===== config.mk =====
export PLATFORM = sky130hd
export DESIGN_NAME = epid_apb_regs
export DESIGN_NICKNAME = d
export VERILOG_FILES = /design/src/rtl/core/epid_pkg.sv /design/src/rtl/core/epid_apb_regs.sv
export SDC_FILE = /design/constraint.sdc
export NUM_CORES = 1
export LEC_CHECK = 0
export ABC_AREA = 1
export ABC_CLOCK_PERIOD_IN_PS = 810
export BUFFER_PORTS_ARGS = -buffer_cell sky130_fd_sc_hd__buf_2
export CAP_MARGIN = 20
export CORE_ASPECT_RATIO = 1.25
export CORE_MARGIN = 4
export CORE_UTILIZATION = 42
export CTS_CLUSTER_DIAMETER = 200
export DETAILED_ROUTE_END_ITERATION = 6
export PLACE_DENSITY = 0.76
export SKIP_CTS_REPAIR_TIMING = 1
export SYNTH_ARGS = -nofsm -noshare
export SYNTH_HDL_FRONTEND = slang
export SYNTH_SLANG_ARGS = --single-unit

===== constraint.sdc =====
create_clock -name clk -period 0.81 [get_ports clk]
set_input_delay 0.1215 -clock clk [delete_from_list [all_inputs] [get_ports clk]]
set_output_delay 0.1215 -clock clk [all_outputs]
set_load 0.02 [all_outputs]

===== src/rtl/core/epid_pkg.sv =====
// Shared types and constants for the encoder PID speed controller.
// Depends on nothing; every other file of the block imports it.
package epid_pkg;

    localparam int GAIN_FRAC_BITS = 8;
    localparam int SUM_WIDTH      = 24;

    localparam int ACTION_W  = 2;
    localparam int TARGET_W  = 16;
    localparam int GAIN_W    = 16;
    localparam int SCALE_W   = 8;
    localparam int COUNT_W   = 32;
    localparam int SPEED_W   = 15;
    localparam int ERR_W     = 16;
    localparam int DUTY_W    = 8;

    localparam int OPND_W  = (SUM_WIDTH > ERR_W + 2) ? SUM_WIDTH : ERR_W + 2;
    localparam int ACC_W   = OPND_W + GAIN_W + 2;
    localparam int DELTA_W = ACC_W - GAIN_FRAC_BITS;

    localparam int APB_ADDR_W = 4;
    localparam int APB_DATA_W = 32;
    localparam int REG_IDX_W  = 2;

    localparam logic [ACTION_W-1:0] ACT_PULSE = 2'd0;
    localparam logic [ACTION_W-1:0] ACT_TICK  = 2'd1;
    localparam logic [ACTION_W-1:0] ACT_CLEAR = 2'd2;

    localparam logic [REG_IDX_W-1:0] REG_PROP_GAIN   = 2'd0;
    localparam logic [REG_IDX_W-1:0] REG_INTEG_GAIN  = 2'd1;
    localparam logic [REG_IDX_W-1:0] REG_DERIV_GAIN  = 2'd2;
    localparam logic [REG_IDX_W-1:0] REG_SPEED_SCALE = 2'd3;

    localparam logic [SCALE_W-1:0] SCALE_RESET = 8'd1;
    localparam logic [SPEED_W-1:0] SPEED_MAX   = {SPEED_W{1'b1}};
    localparam logic [DUTY_W-1:0]  DUTY_MAX    = {DUTY_W{1'b1}};

    localparam logic [ACC_W-1:0] FRAC_MASK =
        ({{(ACC_W-1){1'b0}}, 1'b1} << GAIN_FRAC_BITS) - {{(ACC_W-1){1'b0}}, 1'b1};

    typedef struct packed {
        logic [GAIN_W-1:0]  prop_gain;
        logic [GAIN_W-1:0]  integ_gain;
        logic [GAIN_W-1:0]  deriv_gain;
        logic [SCALE_W-1:0] speed_scale;
    } epid_cfg_t;

    typedef struct packed {
        logic                    load;
        logic                    clear_acc;
        logic signed [ACC_W-1:0] operand;
        logic [GAIN_W-1:0]       multiplier;
    } epid_mac_cmd_t;

endpackage


===== src/rtl/core/epid_apb_regs.sv =====
// APB configuration registers: gains and speed scale.
// Depends on epid_pkg for the register map and the configuration struct.
module epid_apb_regs import epid_pkg::*;
(
    input  logic                  clk,
    input  logic                  rst_n,
    input  logic                  psel,
    input  logic                  penable,
    input  logic                  pwrite,
    input  logic [APB_ADDR_W-1:0] paddr,
    input  logic [APB_DATA_W-1:0] pwdata,
    output logic [APB_DATA_W-1:0] prdata,
    output logic                  pready,
    output epid_cfg_t             cfg
);

    epid_cfg_t              cfg_reg;
    logic [REG_IDX_W-1:0]   reg_idx;
    logic                   wr_en;

    assign pready  = 1'b1;
    assign reg_idx = paddr[APB_ADDR_W-1:2];
    assign wr_en   = psel && penable && pwrite && pready;
    assign cfg     = cfg_reg;

    always_ff @(posedge clk or negedge rst_n)
    begin
        if (!rst_n)
        begin
            cfg_reg.prop_gain   <= '0;
            cfg_reg.integ_gain  <= '0;
            cfg_reg.deriv_gain  <= '0;
            cfg_reg.speed_scale <= SCALE_RESET;
        end
        else if (wr_en)
        begin
            case (reg_idx)
                REG_PROP_GAIN:   cfg_reg.prop_gain   <= pwdata[GAIN_W-1:0];
                REG_INTEG_GAIN:  cfg_reg.integ_gain  <= pwdata[GAIN_W-1:0];
                REG_DERIV_GAIN:  cfg_reg.deriv_gain  <= pwdata[GAIN_W-1:0];
                REG_SPEED_SCALE: cfg_reg.speed_scale <= pwdata[SCALE_W-1:0];
                default:         cfg_reg.prop_gain   <= cfg_reg.prop_gain;
            endcase
        end
    end

    always_comb
    begin
        case (reg_idx)
            REG_PROP_GAIN:   prdata = {{(APB_DATA_W-GAIN_W){1'b0}}, cfg_reg.prop_gain};
            REG_INTEG_GAIN:  prdata = {{(APB_DATA_W-GAIN_W){1'b0}}, cfg_reg.integ_gain};
            REG_DERIV_GAIN:  prdata = {{(APB_DATA_W-GAIN_W){1'b0}}, cfg_reg.deriv_gain};
            REG_SPEED_SCALE: prdata = {{(APB_DATA_W-SCALE_W){1'b0}}, cfg_reg.speed_scale};
            default:         prdata = '0;
        endcase
    end

endmodule


==> results.sh <==
export IMPL_outcome="finished, violations left"
export IMPL_violations="setup timing"
export IMPL_layout_min_cycle_time_ns=1.315
export IMPL_setup_ws_ns=-0.5053
export IMPL_power_density_nw_per_um2=2352
export IMPL_finalCoreUtilization_pct=72.65
export IMPL_worst_ep_required_time_ns=0.69
export IMPL_setup_tns_ns=-22.43
export IMPL_critPathKind="flip-flop to output pin"
export IMPL_yosysWarnings=0
export IMPL_final_nets=564
export IMPL_gr_total_overflow=0
export IMPL_path_cells="nand3_1 -> nand4_1 -> buf_4"
export IMPL_drt_vias_per_instance=5.029
export IMPL_initial_core_util_pct=43.11
export IMPL_clock_latency_ns=0.32
export IMPL_min_from="pwdata[15]"
export IMPL_seqPwrFrac_pct=34.7
export IMPL_wl_mm=10.21
export IMPL_clkPwrFrac_pct=16.5
export IMPL_finalClockSkew_ns=0
export IMPL_endpoint_kind="output pin"
export IMPL_numCtsBuffers=5
export IMPL_grt_pass1_wl_mm=13.41
export IMPL_wl_per_cell_um=16.72
export IMPL_setup_viol=84
export IMPL_htreeDepth=2
export IMPL_design_core_area_um2=6524
export IMPL_rows=33
export IMPL_ctsLongestPathBuffers=2
export IMPL_grt_util_met1_pct=26.83
export IMPL_hold_viol_final=0
export IMPL_drv_cap=0
export IMPL_finalWeightedCongestion=0.8687
export IMPL_max_stage_delay_ns=0.42
export IMPL_ys_ff_latch=56
export IMPL_power_leakage_nw=2.607
export IMPL_largest_reg_flops=56
export IMPL_grt_pass1_vias=2803
export IMPL_ios=130
export IMPL_die_h_um=99.50
export IMPL_die_w_um=81.20
export IMPL_drc=0
export IMPL_drive_above_1_share_pct=42.56
export IMPL_fin_crit_sh_pct=162.4
export IMPL_clockRootBuffer="clkbuf_8"
export IMPL_pwr_share_comb_pct=48.8
export IMPL_final_antenna_net_count=0
export IMPL_avgSynthCellArea_um2=8.082
export IMPL_hpwl_mm=6.131
export IMPL_fill_cells=469
export IMPL_p_sw_share_pct=35.67
export IMPL_cts_sinks=56
export IMPL_power_switching_w=0.003976
export IMPL_hold_class="input pin to flip-flop"
export IMPL_drv_slew=0
export IMPL_grt_max_degree=32
export IMPL_critPathBufInv=1
export IMPL_critPathLaunch="cfg[10]"
export IMPL_crit_family="flip-flops"
export IMPL_synth_area_um2=2813
export IMPL_arrival_ns=1.19
export IMPL_holdWs_ns=0.03232
export IMPL_vias=3073
export IMPL_vdd_drop_max_mv=1.540
export IMPL_reg2reg_from="cfg[7]"
export IMPL_antenna_found_initial=0
export IMPL_crit_path_start_kind="flip-flop"
export IMPL_synth_cell_type_count=16
export IMPL_grt_most_used_layer="met2"
export IMPL_multi_input_area_um2=1300
export IMPL_dieArea_um2=8079
export IMPL_area_delta_synth_final_pct=68.51
export IMPL_syn_inst=348
export IMPL_n_antenna_cell=0
export IMPL_firstDrtPassIters=5
export IMPL_fmaxAchievable_mhz=760.3
export IMPL_rsz0062_at_grt="true"
export IMPL_grt_usage_pct=21.62
export IMPL_finalPower_w=0.01115
export IMPL_crit_slowest_cell="dfrtp_1"
export IMPL_reg2reg_slack_ns=-0.11
export IMPL_use_met3_pct=2.717
export IMPL_cts_tree="yes"
export IMPL_drt_iter0_drc=169
export IMPL_seq_area_um2=1403
export IMPL_use_met2_pct=38.27
export IMPL_crit_fanout=2
export IMPL_p_int_w=0.007171
export IMPL_port_buffers=94
export IMPL_path_clk_slew_ns=0.10
export IMPL_synth_yosys_seq_area_share_pct=49.87
## worst register-to-register path: cells and delay by family (launching register included)
family / cells / cell delay, ns
buffers and inverters: 2 / 0.27
flip-flops: 1 / 0.43
AND/OR/NAND/NOR: 2 / 0.11
## cell usage in the layout, fill, tap and decap left out
master	n
buf_12	3
buf_2	22
buf_4	37
buf_6	117
bufinv_16	1
clkbuf_1	1
clkbuf_4	1
clkbuf_8	5
clkinv_2	1
conb_1	17
dfrtp_1	55
dfstp_2	1
dlygate4sd3_1	1
inv_1	2
inv_4	2
inv_6	2
nand2_1	196
nand2_2	8
nand2_4	2
nand2_8	3
nand3_1	21
nand3_2	11
nand3_4	1
nand4_1	8
nor2_4	4
nor2_8	2
## worst paths after layout
| check | endpoint | cells after the start |
|---|---|---|
| max reg2reg | cfg[7] | 4 |
| min reg2reg | cfg[49] | 2 |
| min | cfg[23] | 3 |
| max in group asynchronous | cfg[26] | 3 |
| min in group asynchronous | cfg[3] | 2 |
| max | prdata[2] | 3 |
## per-stage QoR
| stage | area [µm²] | setup WS (ns) | cells |
|---|---|---|---|
| after floorplan | 2944 | -0.1399 | 363 |
| after global placement | 3820 | -0.2646 | 584 |
| after detailed placement | 3820 | -0.2806 | 584 |
| after CTS | 3928 | -0.4646 | 592 |
| after global routing | 4740 | -0.4936 | 611 |
| final | 4740 | -0.5053 | 611 |
## metal layers
| metal | wire [µm] | vias to the layer above |
|---|---|---|
| li1 | - | 1402 |
| met1 | 3508 | 1492 |
| met2 | 5692 | 147 |
| met3 | 720 | 32 |
| met4 | 291 | 0 |
| met5 | 0 | - |
## cell usage after synthesis (all sizes together)
master	instances	share of area, %
nand2	209	29
dfrtp	55	49
nand3	33	6.3
nand4	8	1.8
conb	2	0.27
inv	6	1.2
dfstp	1	0.93
nor2	6	3.0
buf	28	8.4
## power groups by stage
stage	sequential (W)	clock, W	combinational [W]
floorplan	0.00454	0	0.00111
global placement	0.00374	0	0.00370
detailed placement	0.00375	0	0.00375
CTS	0.00371	0.00184	0.00376
global route	0.00391	0.00193	0.00577
finish	0.00387	0.00184	0.00544
## cell families (layout without fill, tap and decap cells)
group                  after synthesis  after routing  synth area share, %
other                                2             17               0.2670
buffers and inverters               34            195                9.520
DFF                                 56             56                49.87
and+or+nand+nor                    256            256                40.35
## final cells by class
cell class                      instances  area share, %
Tap cell                               87          2.297
Timing Repair Buffer                  181          37.62
Sequential cell                        56          29.59
Inverter                                6         0.7920
Multi-Input combinational cell        273          27.43
Clock buffer                            6          1.531
Clock inverter                          2         0.7392
Power figures use the tool's default switching activity.
