### src/rtl/core/epid_pkg.sv
// Shared types and constants for the encoder PID speed controller.
// Depends on nothing; every other file of the block imports it.
package epid_pkg;

    localparam int GAIN_FRAC_BITS = 8;
    localparam int SUM_WIDTH      = 24;

    localparam int ACTION_W  = 2;
    localparam int TARGET_W  = 16;
    localparam int GAIN_W    = 16;
    localparam int SCALE_W   = 8;
    localparam int COUNT_W   = 32;
    localparam int SPEED_W   = 15;
    localparam int ERR_W     = 16;
    localparam int DUTY_W    = 8;

    localparam int OPND_W  = (SUM_WIDTH > ERR_W + 2) ? SUM_WIDTH : ERR_W + 2;
    localparam int ACC_W   = OPND_W + GAIN_W + 2;
    localparam int DELTA_W = ACC_W - GAIN_FRAC_BITS;

    localparam int APB_ADDR_W = 4;
    localparam int APB_DATA_W = 32;
    localparam int REG_IDX_W  = 2;

    localparam logic [ACTION_W-1:0] ACT_PULSE = 2'd0;
    localparam logic [ACTION_W-1:0] ACT_TICK  = 2'd1;
    localparam logic [ACTION_W-1:0] ACT_CLEAR = 2'd2;

    localparam logic [REG_IDX_W-1:0] REG_PROP_GAIN   = 2'd0;
    localparam logic [REG_IDX_W-1:0] REG_INTEG_GAIN  = 2'd1;
    localparam logic [REG_IDX_W-1:0] REG_DERIV_GAIN  = 2'd2;
    localparam logic [REG_IDX_W-1:0] REG_SPEED_SCALE = 2'd3;

    localparam logic [SCALE_W-1:0] SCALE_RESET = 8'd1;
    localparam logic [SPEED_W-1:0] SPEED_MAX   = {SPEED_W{1'b1}};
    localparam logic [DUTY_W-1:0]  DUTY_MAX    = {DUTY_W{1'b1}};

    localparam logic [ACC_W-1:0] FRAC_MASK =
        ({{(ACC_W-1){1'b0}}, 1'b1} << GAIN_FRAC_BITS) - {{(ACC_W-1){1'b0}}, 1'b1};

    typedef struct packed {
        logic [GAIN_W-1:0]  prop_gain;
        logic [GAIN_W-1:0]  integ_gain;
        logic [GAIN_W-1:0]  deriv_gain;
        logic [SCALE_W-1:0] speed_scale;
    } epid_cfg_t;

    typedef struct packed {
        logic                    load;
        logic                    clear_acc;
        logic signed [ACC_W-1:0] operand;
        logic [GAIN_W-1:0]       multiplier;
    } epid_mac_cmd_t;

endpackage

### src/rtl/core/epid_serial_mac.sv
// Bit-serial signed multiply-accumulate: one multiplier bit per cycle, shift and add.
// Depends on epid_pkg for the accumulator width and the command struct.
module epid_serial_mac import epid_pkg::*;
(
    input  logic                    clk,
    input  logic                    rst_n,
    input  epid_mac_cmd_t           cmd,
    output logic signed [ACC_W-1:0] acc,
    output logic                    busy
);

    logic [GAIN_W-1:0]       mult_reg;
    logic signed [ACC_W-1:0] op_reg;
    logic signed [ACC_W-1:0] acc_reg;
    logic signed [ACC_W-1:0] acc_next;

    assign busy = (mult_reg != '0);
    assign acc  = acc_reg;
    assign acc_next = mult_reg[0] ? acc_reg + op_reg : acc_reg;

    always_ff @(posedge clk or negedge rst_n)
    begin
        if (!rst_n)
        begin
            mult_reg <= '0;
        end
        else if (cmd.load)
        begin
            mult_reg <= cmd.multiplier;
        end
        else if (busy)
        begin
            mult_reg <= mult_reg >> 1;
        end
    end

    always_ff @(posedge clk)
    begin
        if (cmd.load)
        begin
            op_reg <= cmd.operand;
            if (cmd.clear_acc)
            begin
                acc_reg <= '0;
            end
        end
        else if (busy)
        begin
            op_reg  <= op_reg <<< 1;
            acc_reg <= acc_next;
        end
    end

endmodule

### config.mk
export PLATFORM = sky130hd
export DESIGN_NAME = epid_serial_mac
export DESIGN_NICKNAME = d
export VERILOG_FILES = /design/src/rtl/core/epid_pkg.sv /design/src/rtl/core/epid_serial_mac.sv
export SDC_FILE = /design/constraint.sdc
export NUM_CORES = 1
export LEC_CHECK = 0
export ABC_AREA = 1
export BUFFER_PORTS_ARGS = -buffer_cell sky130_fd_sc_hd__buf_2
export CORE_UTILIZATION = 27
export DETAILED_ROUTE_END_ITERATION = 10
export SETUP_SLACK_MARGIN = 0.2
export SLEW_MARGIN = 20
export SYNTH_ARGS = -nofsm -noshare
export SYNTH_HDL_FRONTEND = slang
export SYNTH_SLANG_ARGS = --single-unit
### constraint.sdc
create_clock -name clk -period 3.6 [get_ports clk]
set_input_delay 0.18 -clock clk [delete_from_list [all_inputs] [get_ports clk]]
set_output_delay 0.18 -clock clk [all_outputs]
set_load 0.005 [all_outputs]
==> results.sh, run 1 <==
export IMPL_status="finished clean"
export IMPL_gr_total_overflow=0
export IMPL_wl_per_cell_um=13.63
export IMPL_layout_setup_ws_ps=1290
export IMPL_worstMarginPinSlew_ps=864.1
export IMPL_period_minus_slack_ps=2310
export IMPL_worstPathMaxFanout=5
export IMPL_start_kind="flip-flop"
export IMPL_min_path_type="primary input to flip-flop"
export IMPL_synth_xor_area_frac=0.001226
export IMPL_endpoint_kind="flip-flop"
export IMPL_fp_coreArea_um2=25980
export IMPL_cts_sinks=100
export IMPL_synth_compound_gate_area_share=0.08655
export IMPL_synth_top_family_by_area="simple AND/OR/NAND/NOR gates"
export IMPL_wl_mm=19.73
export IMPL_slew_viol_final=0
export IMPL_wl_met2_mm=8.635
export IMPL_synthAdderAreaFrac=0.07463
export IMPL_met1Wirelength_mm=9.609
export IMPL_hold_worst_slack_ps=16.87
export IMPL_syn_area_per_cell_um2=7.113
export IMPL_power_density_nw_per_um2=452.3
export IMPL_start_util=0.2748
export IMPL_clk_path_buf_depth=2
export IMPL_io_pins=105
export IMPL_relSlewSlack=0.4239
export IMPL_total_power_uw=3794
export IMPL_antenna_left=0
export IMPL_maxClockFrequency_ghz=0.4328
export IMPL_slowest_stage="edfxtp_1"
export IMPL_antenna_found_initial=3
export IMPL_crit_path_frequent_cell="nand2_1"
export IMPL_crit_arrival_ps=2430
export IMPL_fin_crit_sh=0.6418
export IMPL_syn_cell_area_um2=7142
export IMPL_die_w_um=164.6
export IMPL_peakVddDrop_v=0.0002448
export IMPL_highest_layer="met5"
export IMPL_cts_made_buffers=9
export IMPL_synth_simple_area_share=0.3290
export IMPL_vias=6349
export IMPL_hold_viol=0
export IMPL_crit_type="flip-flop to flip-flop"
export IMPL_critPathMaxStageDelay_ps=360
export IMPL_place_congestion=0.9123
export IMPL_setup_viol=0
export IMPL_yosysWarnings=0
export IMPL_synthDistinctLibCells=26
export IMPL_dieArea_um2=27110
export IMPL_ys_seq_area_frac=0.4093
export IMPL_drt_initial_drc_count=396
export IMPL_root_buffer="clkbuf_16"
export IMPL_final_area_um2=8388
export IMPL_syn_inst=1004
export IMPL_required_ps=3720
export IMPL_clk_latency_ps=360
export IMPL_drv_cap=0
export IMPL_h_tree_depth=3
export IMPL_synth_seq_cells=100
export IMPL_clk_pin_slew_worst_paths_ps=80
export IMPL_numPortBuffers=104
export IMPL_finalSetupTns_ps=0
export IMPL_area_growth_pct=17.45
export IMPL_via_per_inst=4.385
export IMPL_syn_nets=1108
export IMPL_fp_row_count=59
export IMPL_cts_resized=0
export IMPL_die_y_um=164.6
export IMPL_placed_cell_area_um2=8060
export IMPL_cp_top_family="simple AND/OR/NAND/NOR gates"
export IMPL_dp_hpwl_mm=15.35
export IMPL_antennaDiodeCount=0
export IMPL_cts_tree="built"
export IMPL_cp_num_buf_inv=2
export IMPL_pre_cts_ws_ps=1285
export IMPL_leakagePower_uw=0.004378
export IMPL_dr_wl_met3_mm=1.245
export IMPL_grt_pass1_vias=6366
export IMPL_drc=0
export IMPL_synth_mux_area_frac=0
export IMPL_grt_pass1_wl_mm=32.29
export IMPL_rsz0062_at_grt="no"
export IMPL_drive_gt1_frac=0.1671
export IMPL_num_nets_final=1212
export IMPL_crit_chain="ha_1 > inv_1 > fa_1 > inv_1 > nand2_1 > nand2_1 > nand3_1 > nand2_2 > nand2_1 > nand3_2 > nand2_2 > a21oi_1 > nor2_1"
export IMPL_first_pass_iters=4
export IMPL_fill_cells=2861
export IMPL_finClkSkew_ps=13.47
export IMPL_track_usage=0.1541
export IMPL_grt_max_degree=79
-- worst min-delay path: cells and delay by family --
family / cells / cell delay, ps
compound gates: 1 / 50
simple gates: 1 / 40
buf+inv: 1 / 70
-- synthesized netlist by cell type (all sizes together) --
cell	count	area share
nor3	8	0.0056
fa	1	0.0028
inv	169	0.089
clkbuf	14	0.0074
o21bai	5	0.0053
o21ai	47	0.033
buf	3	0.0021
nand4	6	0.0061
ha	41	0.072
a21oi	66	0.046
dfrtp	16	0.056
and2	1	0.00088
clkinv	2	0.0011
o21a	2	0.0021
nand2	407	0.22
edfxtp	84	0.35
nand3	42	0.038
xnor2	1	0.0012
or2	1	0.00088
nor2	88	0.054
-- cell usage in the layout (no fill, tap or decap), types with 2 or more instances in the layout --
cell | Yosys | layout
a21oi_1 | 66 | 66
dlygate4sd3_1 | 0 | 2
nor3_1 | 8 | 8
inv_1 | 167 | 167
o21ai_0 | 47 | 46
buf_2 | 3 | 104
o21bai_1 | 5 | 5
clkbuf_16 | 0 | 10
inv_8 | 0 | 2
nand2_2 | 27 | 27
nand4_1 | 5 | 5
nor2_4 | 3 | 3
nor2_1 | 71 | 71
nor2_2 | 14 | 14
clkinv_4 | 0 | 2
inv_2 | 2 | 3
nand3_2 | 12 | 13
nand2_1 | 380 | 380
dfrtp_1 | 16 | 16
nand3_1 | 30 | 29
o21a_1 | 2 | 2
inv_6 | 0 | 2
edfxtp_1 | 84 | 84
ha_1 | 41 | 41
buf_4 | 0 | 4
-- worst paths after layout --
kind	start	to	slack [ps]	cells past startpoint
setup / recovery	acc[0]	acc[40]	1290	13
hold / removal	cmd[9]	mult_reg[9]	20	3
setup reg to reg	acc[0]	acc[40]	1290	13
hold reg to reg	mult_reg[10]	mult_reg[9]	520	2
max in group asynchronous	rst_n	mult_reg[0]	3090	2
min in group asynchronous	rst_n	mult_reg[7]	250	2
-- routing by layer --
layer / up-vias / track usage
li1: 3373 / -
met1: 2816 / 0.2081
met2: 136 / 0.2435
met3: 20 / 0.03993
met4: 4 / 0.03878
met5: - / 0
-- report_power, final --
part / total [uW] / switching (uW) / internal [uW]
clock network: 1020 / 495 / 529
logic: 1270 / 841 / 430
registers: 1500 / 77.3 / 1420
-- cell type report --
type	count	area, um^2	share of cell area
inverters	171	641.9	0.07652
clock inverters	6	57.56	0.006862
clock buffers	10	250.2	0.02983
well taps	335	419.2	0.04997
flip-flops and latches	100	2923	0.3484
repair buffers	110	570.5	0.06802
multi-input cells	716	3526	0.4203
-- cell families after synthesis --
logic type	Yosys count
AOI/OAI and AO/OA	120
buffers and inverters	188
adders and majority gates	42
xor gates and xnor gates	1
DFF	100
and+or+nand+nor	553
-- stage by stage --
stage	instances	util
6_report	1448	0.3228
5_1_grt	1448	0.3228
4_1_cts	1448	0.3228
3_5_place_dp	1430	0.3102
3_3_place_gp	1430	0.3102
2_1_floorplan	1004	-
-- repair_timing --
action / in CTS / in global routing
hold buffers: 2 / 0
endpoints found under the hold margin: 17 / 0
buffers inserted: 0 / 0
(Power assumes the default switching activity.)
==> run 2, diff against run 1 <==
--- a/config.mk
+++ b/config.mk
@@ -5,7 +5,7 @@
 export SDC_FILE = /design/constraint.sdc
 export NUM_CORES = 1
 export LEC_CHECK = 0
-export ABC_AREA = 1
+export ABC_AREA = 0
 export BUFFER_PORTS_ARGS = -buffer_cell sky130_fd_sc_hd__buf_2
 export CORE_UTILIZATION = 27
 export DETAILED_ROUTE_END_ITERATION = 10
==> constraint.sdc (replaced) <==
create_clock -name clk -period 1.95 [get_ports clk]
set_input_delay 0.0975 -clock clk [delete_from_list [all_inputs] [get_ports clk]]
set_output_delay 0.0975 -clock clk [all_outputs]
set_load 0.005 [all_outputs]
==> results.sh, run 2 <==
export IMPL_status="complete, but fails checks"
export IMPL_violations="negative setup slack"
export IMPL_start_kind="flip-flop"
export IMPL_cts_tree="built"
export IMPL_slowest_stage="edfxtp_1"
export IMPL_critPathMaxStageDelay_ps=430
export IMPL_pwr_share_clk=0.178
export IMPL_pre_cts_ws_ps=-723.6
export IMPL_grt_pass1_vias=5769
export IMPL_vias=5573
export IMPL_cts_sinks=100
export IMPL_synthDistinctLibCells=62
export IMPL_h_tree_depth=3
export IMPL_power_density_nw_per_um2=1075
export IMPL_fin_crit_sh=1.337
export IMPL_drc=0
export IMPL_async_reset_ff_frac=0.1600
export IMPL_clk_pin_slew_worst_paths_ps=80
export IMPL_start_util=0.2764
export IMPL_final_common_cell="buf_4"
export IMPL_via_per_inst=4.715
export IMPL_fp_coreArea_um2=22710
export IMPL_antennaDiodeCount=0
export IMPL_crit_type="flip-flop to flip-flop"
export IMPL_antenna_found_initial=0
export IMPL_hold_viol=0
export IMPL_worstPathMaxFanout=6
export IMPL_die_w_um=154.5
export IMPL_synth_most_common_cell="edfxtp_1"
export IMPL_syn_inst=573
export IMPL_drive_gt1_frac=0.5452
export IMPL_cp_top_family="simple AND/OR/NAND/NOR gates"
export IMPL_cp_num_buf_inv=0
export IMPL_relSlewSlack=0.6281
export IMPL_die_y_um=154.5
export IMPL_gr_total_overflow=0
export IMPL_rsz0062_at_grt="yes"
export IMPL_setup_viol=37
export IMPL_layout_common_cells="buf_4 (194), buf_2 (102), edfxtp_1 (84)"
export IMPL_p_int_uw=6867
export IMPL_ys_flop_type="edfxtp_1"
export IMPL_first_pass_iters=5
export IMPL_ys_seq_area_frac=0.4657
export IMPL_peakVddDrop_v=0.0004123
export IMPL_total_power_uw=10590
export IMPL_grt_max_degree=43
export IMPL_place_congestion=0.8502
export IMPL_critPathLaunch="op_reg[22]"
export IMPL_syn_cell_area_um2=6276
export IMPL_antenna_left=0
export IMPL_min_path_type="primary input to flip-flop"
export IMPL_syn_nets=677
export IMPL_syn_area_per_cell_um2=10.95
export IMPL_crit_chain="ha_4 > nand4_1 > or3_4 > or4_4 > a21oi_2 > nor3_2 > o41ai_4 > o21a_1 > nor3_2"
export IMPL_fp_row_count=55
export IMPL_maxClockFrequency_ghz=0.3836
export IMPL_num_nets_final=996
export IMPL_wl_per_cell_um=15.54
export IMPL_min_from="cmd[18]"
export IMPL_required_ps=2060
export IMPL_swShare=0.3516
export IMPL_crit_path_frequent_cell="nor3_2"
export IMPL_layout_setup_ws_ps=-657.2
export IMPL_yosysWarnings=0
export IMPL_period_minus_slack_ps=2607
export IMPL_drt_initial_drc_count=219
export IMPL_r2r_start="op_reg[22]"
export IMPL_area_growth_pct=57.00
export IMPL_finalSetupTns_ps=-18240
export IMPL_wl_mm=18.37
export IMPL_root_buffer="clkbuf_16"
export IMPL_dp_hpwl_mm=13.01
export IMPL_cts_made_buffers=9
export IMPL_power_switching_uw=3724
export IMPL_synth_edf_count=84
export IMPL_yosys_top_cells_area="edfxtp_1 (40%), mux2_2 (10%), ha_1 (8.2%), dfrtp_1 (6.4%), a21oi_1 (3.7%)"
export IMPL_power_frac_comb=0.531
export IMPL_synth_seq_cells=100
export IMPL_finClkSkew_ps=16.15
export IMPL_worstMarginPinSlew_ps=555.4
export IMPL_leakagePower_uw=0.004157
export IMPL_numPortBuffers=104
export IMPL_clk_path_buf_depth=2
export IMPL_endpoint_kind="flip-flop"
export IMPL_hold_worst_slack_ps=11.96
export IMPL_clk_latency_ps=360
export IMPL_slew_viol_final=0
export IMPL_grt_pass1_wl_mm=29.44
export IMPL_io_pins=105
export IMPL_drv_cap=0
export IMPL_seq_power_share=0.291
export IMPL_yosys_top_cells_count="edfxtp_1 (84), mux2_2 (57), a21oi_1 (47), nor2_1 (47), ha_1 (41)"
export IMPL_synth_largest_area_cell="edfxtp_1"
export IMPL_synth_top_area_frac=0.4019
export IMPL_track_usage=0.1549
export IMPL_crit_arrival_ps=2720
export IMPL_dieArea_um2=23860
## run 2: cell count changes in the layout (fill, tap and decap cells not counted), sizes merged, moves of 35 or more
cell | before | now
mux2 | 0 | 57
nand3 | 42 | 7
nor2 | 88 | 47
nand2 | 407 | 40
buf | 108 | 312
inv | 174 | 15
## run 2: worst paths after layout
path	endpoint	slack, ps	depth (start not counted)
max in group asynchronous	mult_reg[3]	1510	2
worst max register to register	acc[40]	-660	9
worst min-delay path	op_reg[2]	10	3
min in group asynchronous	mult_reg[11]	170	2
worst max-delay path	acc[40]	-660	9
worst min register to register	mult_reg[5]	520	1
## run 2: worst register-to-register path, delay by kind of cell, from the launching register on
family                   cells  cell delay, ps
AO/OA/AOI/OAI                3             520
flip-flops                   1             430
adder cells (fa/ha/maj)      1             330
AND/OR/NAND/NOR              5            1090
## run 2: final cells by class
type | instances | area [um^2]
Clock inverter | 5 | 38.79
Clock buffer | 11 | 264.0
Sequential cell | 100 | 2923
Tap cell | 285 | 356.6
Fill cell | 2194 | 12860
Inverter | 12 | 45.04
Timing Repair Buffer | 330 | 2336
Multi-Input combinational cell | 439 | 3890
## run 2: what timing repair did
item,CTS,global route
gates cloned,0,2
endpoints found under the hold margin,33,0
setup buffers,19,14
pin swaps,35,31
endpoints found under the setup margin,79,80
hold buffers,18,0
resized for setup,63,26
## run 2: cell families after synthesis
group	share of synthesized area
xor+xnor	0.03907
fa+ha+maj	0.08493
flops	0.4657
mux	0.1055
buf+inv	0.02273
compound gates	0.1539
simple gates	0.1282
## run 2: stage by stage
| stage | area (um^2) | util | cells |
|---|---|---|---|
| global route | 9853 | 0.4339 | 1182 |
| floorplan | 6553 | - | 573 |
| detailed placement | 8636 | 0.3803 | 1113 |
| finish | 9853 | 0.4339 | 1182 |
| CTS | 9605 | 0.4230 | 1166 |
| global placement | 8636 | 0.3803 | 1113 |
## run 2: power groups by stage
stage | Clock, uW | Sequential [uW] | Combinational [uW]
after global routing | 2000 | 3140 | 6180
after floorplan | 0 | 3050 | 2720
after CTS | 1950 | 3090 | 5410
final | 1880 | 3080 | 5630
after global placement | 0 | 3100 | 4850
after detailed placement | 0 | 3110 | 4880
## run 2: routing by layer
| layer | global-route usage | share of wire |
|---|---|---|
| met5 | 0 | 0 |
| met4 | 0.03112 | 0.0056 |
| met3 | 0.02886 | 0.042 |
| met2 | 0.2691 | 0.50 |
| met1 | 0.2002 | 0.46 |
